--- src/design/pba_alu.sv ---
// ----------------------------------------------------------------------------
// pba_alu
// Shared add/subtract unit with an upper-limit compare on the result.
// ----------------------------------------------------------------------------
module pba_alu #(
  parameter int AW = 18
) (
  input  logic [AW-1:0] a,
  input  logic [AW-1:0] b,
  input  logic          sub,
  input  logic [AW-1:0] lim,
  output logic [AW-1:0] res,
  output logic          fits
);

  assign res  = sub ? (a - b) : (a + b);
  assign fits = (res <= lim);

endmodule

--- config.mk ---
export PLATFORM = sky130hd
export DESIGN_NAME = pba_alu
export DESIGN_NICKNAME = d
export VERILOG_FILES = /design/src/design/pba_alu.sv
export SDC_FILE = /design/constraint.sdc
export NUM_CORES = 1
export LEC_CHECK = 0
export BUFFER_PORTS_ARGS = -buffer_cell sky130_fd_sc_hd__buf_2
export CORE_MARGIN = 2
export CORE_UTILIZATION = 54
export DETAILED_ROUTE_END_ITERATION = 16
export PLACE_DENSITY = 0.91
export SYNTH_ARGS = -nofsm -noshare
export SYNTH_HDL_FRONTEND = slang
export SYNTH_SLANG_ARGS = --single-unit
export TNS_END_PERCENT = 100
--- constraint.sdc ---
create_clock -name vclk -period 17.3
set_input_delay 3.46 -clock vclk [all_inputs]
set_output_delay 3.46 -clock vclk [all_outputs]
set_load 0.02 [all_outputs]
==> results.md, run 1 <==
* Status: finished clean
* Critical Path End Type: output pin
* Max_cap viols at 0
* Max VDD drop at 0.0000359 V
* Syn_nets at 334
* Grt ovf at 0
* Vias in the first global route at 1828
* Most frequent cell after synthesis: ha_1
* Average cell area after synthesis at 7.00 um^2
* WP data arrival at 7.56 ns
* Sequential area share after synthesis at 0
* Register area at 0 um^2
* Initial antenna violation count at 0
* Int Pwr at 0.0546 mW
* Gate Count Post-Synth at 242
* Die height at 60.0 um
* Final worst path period need at 11.02 ns
* Core Area at 3030 um^2
* Die area at 3600 um^2
* Starting DRT DRC Count at 68
* Mapped Area at 1690 um^2
* First-pass GRT wire length at 7060 um
* DRC at 0
* Synth Warn # at 0
* Diodes inserted at 0
* Post-synth cell types at 45
* Slew HR at 0.559
* Final antenna-violating net count at 0
* Crit-path max FO at 7
* Period utilisation layout at 0.637
* Top-area cell type share of the netlist area at 0.266
* CP peak stage delay at 0.51 ns
* Largest net degree at the start of global routing at 18
* Filler cells at 284
* Initial core utilization at 0.559
* Pre-antenna DRT Iters at 4
* Max Slew Vio Count at 0
* Buffer count from post-CTS setup fixing at 0
* Sw Pwr at 0.0759 mW
* Layout Nets at 405
* Area occupied by multi-input gates at 1560 um^2
* Hold violation count in the final report at 0
* Sequential Power Share at 0
* Crit path max-delay family: simple AND/OR/NAND/NOR gates
* Pwr/cell area at 62.3 nW/um^2
* GRT Resource Usage Total at 0.242
* Worst path buffer plus inverter count at 2
* F_max at 90.8 MHz
* Setup TNS at 0 ns
* Static Leak at 1.11 nW
* Wirelength per Cell at 11.7 um
* Top cells by count, synth: 36 x ha_1, 29 x inv_1, 29 x nor2_1, 24 x xnor2_1, 23 x a21oi_1
* Post_cts resized at 0
* Hold Path Class: input pin to output pin
* Clock network fraction of total power at 0
* Final setup viols at 0
* Num sequential at 0
* CP Data Required Time at 13.84 ns
* Post-detail-place hpwl at 3790 um
* Proportion of layout cells with a drive suffix above 1 at 0.267
* Cell chain of the critical path: buf_2 > or3_4 > or4_4 > nor2b_1 > xnor2_1 > ha_1 > and3_1 > nand3_1 > a211oi_2 > o211ai_1 > a311oi_2 > xor2_1 > ha_1 > a21o_1 > a21o_1 > a21oi_1 > nand2_1 > o21ai_0 > buf_2
* Worst setup SP type: input pin
* Combinational group share of total power at 1.000
* I/O pin cnt at 74
* Clock buf count at 0
* I/O Buffers at 74
* RSZ-0062 raised after global routing: false
* Via density at 5.35
* Critical-path top delay cell: or4_4
* Layout Area Growth over Synthesis at 23.7%
* Area contributors post-synth: ha_1 27%, xnor2_1 12%, a21oi_1 6.8%, inv_1 6.4%, nor2_1 6.4%
* Sw Share at 0.582
* Yosys top cell by area: ha_1
* Via count of the routed design at 1898
* Hold_buf cts at 0
* Total power at 0.130 mW
* Die W at 60.0 um
* Row count at 20
* Critical Setup Path Class: input pin to output pin
* Gp weighted congestion at 0.937
* Actual slew at the worst max-slew pin at 0.653 ns
* Total Wirelength at 4150 um
[metrics by stage]
step	hold WS (ns)	utilization	instance area, um^2	worst slack [ns]	std cells
floorplan	7.13	-	1690	6.16	242
global placement	7.37	0.692	2090	6.32	355
detailed placement	7.36	0.692	2090	6.27	355
CTS	7.37	0.692	2090	6.26	355
global route	7.40	0.692	2090	5.97	355
finish	7.36	0.692	2090	6.28	355
[metal layers]
metal / global-route usage / vias to the layer above / share of wire
met2: 0.508 / 70 / 0.52
met5: 0 / - / 0
li1: - / 999 / -
met4: 0.0222 / 0 / 0.0087
met3: 0.0195 / 5 / 0.065
met1: 0.264 / 824 / 0.40
[final cells by class]
| type | instances | share of cell area |
|---|---|---|
| Multi-Input combinational cell | 208 | 0.745 |
| Timing Repair Buffer | 74 | 0.177 |
| Inverter | 29 | 0.0520 |
| Tap cell | 44 | 0.0263 |
[power by group through the flow]
stage	Clock (mW)	Combinational, mW	Sequential, mW
after detailed placement	0	0.130	0
final	0	0.130	0
after floorplan	0	0.0936	0
after global routing	0	0.144	0
after global placement	0	0.127	0
after CTS	0	0.131	0
[worst paths after layout]
kind,slack (ns),start,cells after the start,end
setup / recovery,6.28,b[3],19,fits
hold / removal,7.36,b[0],4,res[0]
[logic make-up after synthesis]
family | share of synthesized area
AND/OR/NAND/NOR | 0.247
AO/OA/AOI/OAI | 0.245
adder cells (fa/ha/maj) | 0.278
buffers and inverters | 0.0783
XOR/XNOR | 0.140
multiplexers | 0.0126
[cells in the final DEF, fill, tap and decap left out, types with 2 or more instances in the layout]
master and count:
a21o_1 9, xor2_1 3, a31oi_1 3, nor4_1 2, nand4_1 3, nand2b_1 4, nor2b_1 9, ha_1 36
o21ai_0 10, inv_1 29, nor4b_1 2, o21a_1 3, nor3_1 6, a211oi_1 2, o211ai_1 3, o31ai_1 2
xnor2_1 24, and3_1 2, a21oi_1 23, buf_2 74, nand2_1 11, nor2_1 29
Power figures use the tool's default switching activity.
==> run 2: changes to the inputs <==
CORE_UTILIZATION = 51   (was 54)
PLACE_DENSITY = 0.87   (was 0.91)
clock period = 10.6 ns   (was 17.3 ns; I/O delays follow)
==> results.md, run 2 (synthesis results as in run 1) <==
* Initial antenna violation count at 0
* Core Area at 3100 um^2
* Hold Path Class: input pin to output pin
* Final setup margin at 2.22 ns
* Filler cells at 310
* Final setup viols at 0
* Static Leak at 1.11 nW
* Final antenna-violating net count at 0
* Post-Layout Inst Area at 2090 um^2
* WP data arrival at 6.26 ns
* Max VDD drop at 0.0000594 V
* Total Wirelength at 4350 um
* WHS at 4.68 ns
* Via count of the routed design at 1922
* Final worst path period need at 8.38 ns
* First-pass GRT wire length at 7000 um
* Clock network fraction of total power at 0
* Post_cts resized at 0
* Proportion of layout cells with a drive suffix above 1 at 0.267
* Wirelength per Cell at 12.3 um
* Gp weighted congestion at 0.932
* F_max at 119 MHz
* Pwr/cell area at 103 nW/um^2
* Diodes inserted at 0
* Commonest non-fill, non-tap cells in the layout: 74 x buf_2, 36 x ha_1, 29 x inv_1, 29 x nor2_1, 24 x xnor2_1
* Combinational group share of total power at 1.000
* Critical Path End Type: output pin
* Post-placement cell area at 2090 um^2
* Int Pwr at 0.0894 mW
* Slew HR at 0.539
* Worst hold path endpoint: res[0]
* Pre-antenna DRT Iters at 4
* Hold Path Origin: b[0]
* Commonest non-fill, non-tap cell in the layout: buf_2
* Via density at 5.41
* Sw Pwr at 0.126 mW
* Layout Area Growth over Synthesis at 23.7%
* Actual slew at the worst max-slew pin at 0.686 ns
* Num sequential at 0
* Status: finished clean
* Hold violation count in the final report at 0
* I/O Buffers at 74
* Worst setup SP type: input pin
* Max Slew Vio Count at 0
* Largest net degree at the start of global routing at 18
* Initial core utilization at 0.546
* Sw Share at 0.584
* Die area at 3800 um^2
* Max_cap viols at 0
* Post-route core utilization at 0.675
* Pre-CTS WS at 2.23 ns
* Critical Setup Path Class: input pin to output pin
* GRT Resource Usage Total at 0.234
* Setup TNS at 0 ns
* Clock buf count at 0
* Vias in the first global route at 1815
* Crit-path max FO at 4
* Hold_buf cts at 0
* Register area at 0 um^2
* Period utilisation layout at 0.790
* Layout Nets at 405
* Row count at 20
* I/O pin cnt at 74
* RSZ-0062 raised after global routing: false
* Die W at 61.6 um
* Min-Delay Path Depth at 4
* Post-detail-place hpwl at 3930 um
* DRC at 0
* Starting DRT DRC Count at 83
* Buffer count from post-CTS setup fixing at 0
* Die height at 61.6 um
* CP Data Required Time at 8.48 ns
* Grt ovf at 0
* Sequential Power Share at 0
## run 2: cell counts in the layout (fill, tap and decap cells not counted)
No cell type changed its count.
## run 2: metal layers
layer | GRT usage | wire length, um | vias to the layer above
li1 | - | - | 999
met3 | 0.0147 | 244 | 4
met1 | 0.263 | 1830 | 858
met5 | 0 | 0 | -
met4 | 0.0243 | 26 | 0
met2 | 0.484 | 2250 | 61
## run 2: layout make-up
type	count	area (um^2)	share of cell area
multi-input cells	208	1560	0.745
inverters	29	109	0.0520
well taps	44	55.1	0.0263
repair buffers	74	370	0.177
## run 2: critical path, cell delays in order
cell and delay (ns):
buf_2 0.12, or3_4 0.39, or4_4 0.51, nor2_4 0.15, a21oi_1 0.10, xnor2_1 0.14
ha_1 0.30, and3_1 0.23, a31oi_1 0.17, o21ai_0 0.14, o211ai_1 0.33, a311oi_2 0.17
xor2_1 0.18, ha_1 0.32, a21o_1 0.19, a21o_1 0.17, a21oi_1 0.17, nand2_1 0.06
o21ai_0 0.12, buf_2 0.18
## run 2: worst max-delay path by stage
stage | from | to | depth (start not counted)
after floorplan | b[3] | fits | 17
after global placement | b[3] | fits | 20
after detailed placement | b[3] | fits | 20
after CTS | b[3] | fits | 20
after global routing | b[3] | fits | 20
final | b[3] | fits | 20
## run 2: power groups by stage
stage                     Sequential (mW)  Clock, mW  Combinational, mW
after CTS                               0          0              0.215
final                                   0          0              0.215
after floorplan                         0          0              0.153
after global placement                  0          0              0.208
after detailed placement                0          0              0.214
after global routing                    0          0              0.238
## run 2: through the flow
| stage | power, mW | instances |
|---|---|---|
| after global routing | 0.238 | 355 |
| after global placement | 0.208 | 355 |
| final | 0.215 | 355 |
| after detailed placement | 0.214 | 355 |
| after CTS | 0.215 | 355 |
| after floorplan | 0.153 | 242 |
