===== src/design/pba_pkg.sv =====
// ----------------------------------------------------------------------------
// pba_pkg
// Shared types, codes and defaults for the power-of-two block allocator.
// ----------------------------------------------------------------------------
package pba_pkg;

  localparam int LOG_BLOCKS_DEF  = 16;
  localparam int STACK_DEPTH_DEF = 64;

  localparam int SIZE_W   = 17;
  localparam int INDEX_W  = 16;
  localparam int STATUS_W = 2;
  localparam int CFG_W    = 5;

  localparam logic OP_ALLOC = 1'b0;
  localparam logic OP_FREE  = 1'b1;

  localparam logic [STATUS_W-1:0] STATUS_OK     = 2'd0;
  localparam logic [STATUS_W-1:0] STATUS_NOFREE = 2'd1;
  localparam logic [STATUS_W-1:0] STATUS_DROP   = 2'd2;
  localparam logic [STATUS_W-1:0] STATUS_BAD    = 2'd3;

  typedef struct packed {
    logic               op;
    logic [SIZE_W-1:0]  size_blocks;
    logic [INDEX_W-1:0] first_block;
  } req_t;

  typedef struct packed {
    logic [INDEX_W-1:0]  block_index;
    logic [STATUS_W-1:0] status;
  } rsp_t;

  typedef struct packed {
    logic push;
    logic pop;
  } stk_cmd_t;

endpackage


===== src/design/pba_seq.sv =====
// ----------------------------------------------------------------------------
// pba_seq
// Sequencer: order scan, pop and split for allocate, aligned cuts for free.
// ----------------------------------------------------------------------------
module pba_seq import pba_pkg::*; #(
  parameter int LOG_BLOCKS  = LOG_BLOCKS_DEF,
  parameter int STACK_DEPTH = STACK_DEPTH_DEF,
  localparam int OW         = $clog2(LOG_BLOCKS + 1),
  localparam int CW         = $clog2(STACK_DEPTH + 1),
  localparam int AW         = (LOG_BLOCKS + 1 > SIZE_W + 1) ? LOG_BLOCKS + 1 : SIZE_W + 1
) (
  input  logic                  clk,
  input  logic                  rst,
  input  logic                  start,
  output logic                  busy,
  input  req_t                  req,
  output logic                  done,
  output rsp_t                  rsp,
  input  logic [OW-1:0]         pool_order,
  input  logic [CW-1:0]         count,
  input  logic [LOG_BLOCKS-1:0] rdata,
  output stk_cmd_t              cmd,
  output logic [OW-1:0]         order,
  output logic [LOG_BLOCKS-1:0] wdata,
  output logic [AW-1:0]         alu_a,
  output logic [AW-1:0]         alu_b,
  output logic                  alu_sub,
  output logic [AW-1:0]         alu_lim,
  input  logic [AW-1:0]         alu_res,
  input  logic                  alu_fits
);

  localparam logic [2:0] S_IDLE  = 3'd0;
  localparam logic [2:0] S_CHECK = 3'd1;
  localparam logic [2:0] S_SCAN  = 3'd2;
  localparam logic [2:0] S_SETUP = 3'd3;
  localparam logic [2:0] S_REST  = 3'd4;
  localparam logic [2:0] S_SPLIT = 3'd5;
  localparam logic [2:0] S_UP    = 3'd6;
  localparam logic [2:0] S_DOWN  = 3'd7;

  logic [2:0]            state;
  logic                  op;
  logic [SIZE_W-1:0]     size;
  logic [AW-1:0]         pos;
  logic [AW-1:0]         lim;
  logic [OW-1:0]         idx;
  logic                  dropped;
  logic [LOG_BLOCKS-1:0] blk;

  logic [AW-1:0] bit_val;
  logic [AW-1:0] pool_bit;
  logic          scan_hit;
  logic          full;
  logic          drop_any;

  assign busy     = (state != S_IDLE);
  assign bit_val  = AW'(1) << idx;
  assign pool_bit = AW'(1) << pool_order;
  assign scan_hit = alu_fits && (count != '0);
  assign full     = (count == CW'(STACK_DEPTH));
  assign drop_any = dropped || (cmd.push && full);
  assign order    = idx;

  always_comb begin
    alu_a   = pos;
    alu_b   = bit_val;
    alu_sub = 1'b0;
    alu_lim = lim;
    cmd     = '0;
    wdata   = pos[LOG_BLOCKS-1:0];
    case (state)
      S_CHECK: begin
        alu_b   = AW'(size);
        alu_lim = pool_bit;
      end
      S_SCAN: begin
        alu_a   = AW'(size);
        alu_b   = '0;
        alu_lim = bit_val;
        cmd.pop = scan_hit;
      end
      S_SETUP: begin
        alu_a = AW'(rdata);
      end
      S_REST: begin
        alu_a   = bit_val;
        alu_b   = AW'(size);
        alu_sub = 1'b1;
      end
      S_SPLIT: begin
        alu_sub  = 1'b1;
        cmd.push = lim[idx];
        wdata    = alu_res[LOG_BLOCKS-1:0];
      end
      S_UP: begin
        cmd.push = pos[idx] && alu_fits;
      end
      S_DOWN: begin
        cmd.push = alu_fits;
      end
      default: begin
      end
    endcase
  end

  always_ff @(posedge clk) begin
    if (rst) begin
      state <= S_IDLE;
      done  <= 1'b0;
    end else begin
      case (state)
        S_IDLE: begin
          done <= 1'b0;
          if (start) begin
            op    <= req.op;
            size  <= req.size_blocks;
            pos   <= AW'(req.first_block);
            state <= S_CHECK;
          end
        end
        S_CHECK: begin
          dropped <= 1'b0;
          idx     <= '0;
          if (size == '0) begin
            done            <= 1'b1;
            rsp.block_index <= '0;
            rsp.status      <= STATUS_BAD;
            state           <= S_IDLE;
          end else begin
            case (op)
              OP_ALLOC: state <= S_SCAN;
              OP_FREE: begin
                if (alu_fits) begin
                  lim   <= alu_res;
                  state <= S_UP;
                end else begin
                  done            <= 1'b1;
                  rsp.block_index <= '0;
                  rsp.status      <= STATUS_BAD;
                  state           <= S_IDLE;
                end
              end
              default: state <= S_IDLE;
            endcase
          end
        end
        S_SCAN: begin
          if (scan_hit) begin
            state <= S_SETUP;
          end else if (idx == pool_order) begin
            done            <= 1'b1;
            rsp.block_index <= '0;
            rsp.status      <= STATUS_NOFREE;
            state           <= S_IDLE;
          end else begin
            idx <= idx + OW'(1);
          end
        end
        S_SETUP: begin
          pos   <= alu_res;
          blk   <= rdata;
          state <= S_REST;
        end
        S_REST: begin
          lim <= alu_res;
          if (idx == '0) begin
            done            <= 1'b1;
            rsp.block_index <= INDEX_W'(blk);
            rsp.status      <= STATUS_OK;
            state           <= S_IDLE;
          end else begin
            idx   <= idx - OW'(1);
            state <= S_SPLIT;
          end
        end
        S_SPLIT: begin
          if (cmd.push) begin
            pos <= alu_res;
          end
          dropped <= drop_any;
          if (idx == '0) begin
            done            <= 1'b1;
            rsp.block_index <= INDEX_W'(blk);
            rsp.status      <= drop_any ? STATUS_DROP : STATUS_OK;
            state           <= S_IDLE;
          end else begin
            idx <= idx - OW'(1);
          end
        end
        S_UP: begin
          if (cmd.push) begin
            pos <= alu_res;
          end
          dropped <= drop_any;
          if (idx == OW'(LOG_BLOCKS - 1)) begin
            idx   <= OW'(LOG_BLOCKS);
            state <= S_DOWN;
          end else begin
            idx <= idx + OW'(1);
          end
        end
        S_DOWN: begin
          if (cmd.push) begin
            pos <= alu_res;
          end
          dropped <= drop_any;
          if (idx == '0) begin
            done            <= 1'b1;
            rsp.block_index <= '0;
            rsp.status      <= drop_any ? STATUS_DROP : STATUS_OK;
            state           <= S_IDLE;
          end else begin
            idx <= idx - OW'(1);
          end
        end
        default: state <= S_IDLE;
      endcase
    end
  end

  a_done_pulse: assert property (@(posedge clk) disable iff (rst) done |=> !done)
    else $error("result strobe held for more than one cycle");

  a_accept_busy: assert property (@(posedge clk) disable iff (rst)
    (start && !busy) |=> busy)
    else $error("accepted word did not raise busy");

  a_push_pop: assert property (@(posedge clk) disable iff (rst) !(cmd.push && cmd.pop))
    else $error("push and pop in the same cycle");

  a_pop_nonempty: assert property (@(posedge clk) disable iff (rst)
    cmd.pop |-> (count != '0))
    else $error("pop from an empty stack");

  a_fail_index: assert property (@(posedge clk) disable iff (rst)
    (done && (rsp.status == STATUS_NOFREE || rsp.status == STATUS_BAD))
      |-> (rsp.block_index == '0))
    else $error("failed request returned a nonzero block index");

endmodule


===== config.mk =====
export PLATFORM = sky130hd
export DESIGN_NAME = pba_seq
export DESIGN_NICKNAME = d
export VERILOG_FILES = /design/src/design/pba_pkg.sv /design/src/design/pba_seq.sv
export SDC_FILE = /design/constraint.sdc
export NUM_CORES = 1
export LEC_CHECK = 0
export CORE_ASPECT_RATIO = 1.2
export CORE_MARGIN = 2
export CORE_UTILIZATION = 50
export DETAILED_ROUTE_END_ITERATION = 10
export DONT_BUFFER_PORTS = 1
export PLACE_DENSITY = 0.71
export SETUP_SLACK_MARGIN = 0.1
export SYNTH_ARGS = -nofsm -noshare
export SYNTH_HDL_FRONTEND = slang
export SYNTH_SLANG_ARGS = --single-unit

===== constraint.sdc =====
create_clock -name clk -period 10.45 [get_ports clk]
set_input_delay 2.6125 -clock clk [delete_from_list [all_inputs] [get_ports clk]]
set_output_delay 2.6125 -clock clk [all_outputs]
set_load 0.005 [all_outputs]

==> summary.txt <==
Outcome
  • Outcome: finished clean

Floorplan
  • Die Wd: just over 100 µm
  • Core area: 10,980 µm²
  • Boundary Pins: 182
  • Core Rows: 42
  • DIE AREA: about 12,000 µm²
  • Die height: 119.9 µm
  • Initial Utilization: 0.5095

Clock network
  • Clock-pin transition on the worst setup and hold timing paths: 0.07 ns
  • Clk Latency, worst-skew pair: ~0.36 ns
  • Post_cts resized: 0
  • CTS max path bufs: 2
  • CTS Hold Bufs: 0
  • CTS tree: done
  • Root Driver: clkbuf_16
  • H-tree levels: 3
  • Setup bufs post-CTS: 0
  • Total CTS buffers: 9
  • CTS Sinks: between 90 and 100

Placement
  • DP Area: between 5000 and 6000 µm²
  • Placed cell count: 605
  • HPWL Detailed: between 10 and 15 mm
  • PortBufs: 0
  • GP Congestion: approximately 0.94

Logic synthesis
  • Flops & latches, synth: 98
  • Count leader, synth: edfxtp_1
  • Largest family of logic cells by synthesized area: simple AND/OR/NAND/NOR gates
  • Mux share of post-synthesis cell area: 0.1284
  • Yosys top cell area share: 0.5045
  • Syn nets: just under 600
  • Synth top cells by count: edfxtp_1, nand2_1, nor2_1
  • Cell variety after synth: 60
  • Avg Inst Size Synth: around 11 µm²
  • Ys flop type: edfxtp_1
  • XOR/XNOR share of the synthesized area: 0.01096
  • Complex-gate fraction of the synthesized area: 0.1402
  • Mapped Area: approximately 5600 µm²
  • Yosys top cell by area: edfxtp_1
  • Ys Warns: 0
  • Sequential share of the synthesized area: 0.5188
  • Post-synthesis simple-gate area fraction: 0.1505
  • Adder-cell share of the synthesized area: 0.01789
  • Post-synth EDFFs: 94
  • Synth top area cells: edfxtp_1, mux2_2, mux2i_1, nand2_1, nor2_1
  • Synthesized instance count: ~500
  • Async S/R FF share, synth: 0

Route
  • DR top layer: met4
  • Drt pass-1 iters: 5
  • Met3 routed WL: between 1.5 and 2 mm
  • Metal1 wirelength: around 6.4 mm
  • Metal2 WL: approximately 8.0 mm
  • Initial DRC count: roughly 650
  • Antenna viol nets, final: 0
  • Total number of vias: approximately 4,300
  • Vias per cell: 6.987
  • Drt drc: 0
  • Drt wl/cell: 27.16 µm
  • Post-Route WL: between 15 and 20 mm

Worst setup path
  • Worst EP arrival: slightly below 4 ns
  • CP max stage cell: nor3b_1
  • Crit path max fanout: 5
  • Crit-path cells: nor3b_1, nand2_1, o31ai_1
  • CP Capture Type: output pin
  • Startpoint class of the critical path: input port
  • Largest stage delay, worst path: slightly below 0.7 ns
  • CP Class: input port to output pin
  • Req. time, crit path: 7.84 ns

Timing
  • Worst slew pin tran: between 1 and 1.5 ns
  • Max Fclk: between 0.15 and 0.2 GHz
  • Final hold vios: 0
  • Skew final: roughly 0.0057 ns
  • Max-slew headroom: 0.2498
  • Final setup fails: 0
  • Minimum clock period: approximately 6.5 ns
  • Final Cycle Share: 0.6254
  • Hold Slack: between 0.5 and 0.6 ns
  • Slew Viols, Final: 0
  • Post-Route Setup TNS: 0 ns
  • RSZ-0062 raised after global routing: no

Final layout
  • N_diodes: 0
  • Fin cells: about 620
  • Finished Cell Area: approximately 6000 µm²
  • Fraction of layout cells with a size suffix above 1: 0.1592
  • Syn-to-layout area delta: 7.715%
  • Layout net count: between 500 and 600

Power
  • Lkg Pwr: a little over 0.002 µW
  • Total power: roughly 1600 µW
  • Peak VDD IR: about 0.11 mV
  • Power per cell area: 259.3 nW/µm²

Global routing
  • First-pass GRT wire length: between 20 and 25 mm
  • Vias in the first global route: between 4,000 and 5,000
  • Largest net degree at the start of global routing: 36
  • GRT Resource Usage Total: 0.2862
  • Initial antenna violation count: 0
  • Grt total ovfl: 0

Worst hold path
  • Type of the most critical hold path: flip-flop to flip-flop

Run
  • Max Cap Violations: 0
[kinds of logic (layout without fill, tap and decap cells)]
| family | Yosys count | count (layout) |
|---|---|---|
| flip-flops | 98 | 98 |
| XOR/XNOR | 7 | 7 |
| multiplexers | 62 | 62 |
| buffers and inverters | 43 | 35 |
| AO/OA/AOI/OAI | 106 | 106 |
| adder cells (fa/ha/maj) | 8 | 8 |
| AND/OR/NAND/NOR | 174 | 174 |
[area by class of cell]
type / instances / area [µm²]
clock buffers: 10 / 239.0
multi-input cells: 357 / 2545
fillers: 920 / 4956
inverters: 12 / 45.04
repair buffers: 7 / 52.55
well taps: 132 / 165.2
clock inverters: 6 / 77.57
flip-flops and latches: 98 / 2903
[registers in the layout, indices dropped and copies added, names as in the netlist]
register  flops
dropped       1
op            1
done          1
pos          18
rsp          18
blk          16
size         17
lim          18
state         3
order         5
[stage by stage]
| step | utilization | setup WS [ns] |
|---|---|---|
| 2_1_floorplan | - | 4.231 |
| 3_3_place_gp | 0.5193 | 4.019 |
| 3_5_place_dp | 0.5193 | 4.001 |
| 4_1_cts | 0.5481 | 4.008 |
| 5_1_grt | 0.5488 | 3.918 |
| 6_report | 0.5488 | 3.914 |
[where the power goes]
part           internal, µW  leakage, µW  switching [µW]  total, µW
Clock                   197     0.000154             150        347
Combinational           211     0.000989             387        598
Sequential              527     0.000899            89.3        617
[cell usage in the layout, fill, tap and decap left out, drive strengths merged, types with 3 or more instances in the layout]
cell    netlist  routed
nand2b        7       7
mux2i        23      23
nor3b         5       5
o22ai         3       3
a211oi        4       4
nor2b         5       5
a22oi         7       7
nand3        11      11
a21oi        15      15
inv          11      15
a31oi         5       5
nand4         6       6
nand2        57      57
o21ai        23      23
and2         17      17
mux2         35      35
clkbuf       17      10
buf          14       7
edfxtp       94      94
dfxtp         4       4
nor3         11      11
nor4          5       5
mux4          4       4
xor2          3       3
nor2         44      44
o221ai       11      11
a221o        11      11
ha            8       8
xnor2         4       4
a22o          8       8
[worst max-delay path, delay by kind of cell]
kind	cells	cell delay (ns)
AO/OA/AOI/OAI	1	0.36
AND/OR/NAND/NOR	2	0.95
[final timing paths]
kind | start | to | slack, ns | depth (start not counted)
max | pool_order[4] | alu_lim[12] | 3.91 | 3
min | done | done | 0.51 | 2
max reg2reg | state[2] | pos[9] | 6.84 | 7
min reg2reg | done | done | 0.51 | 2
[per-layer routing]
metal  vias up  global-route usage
met5         -                   0
met4         0              0.1344
met3        44             0.07979
met2       338              0.4476
met1      2078              0.3675
li1       1886                   -
Power figures use the tool's default switching activity.
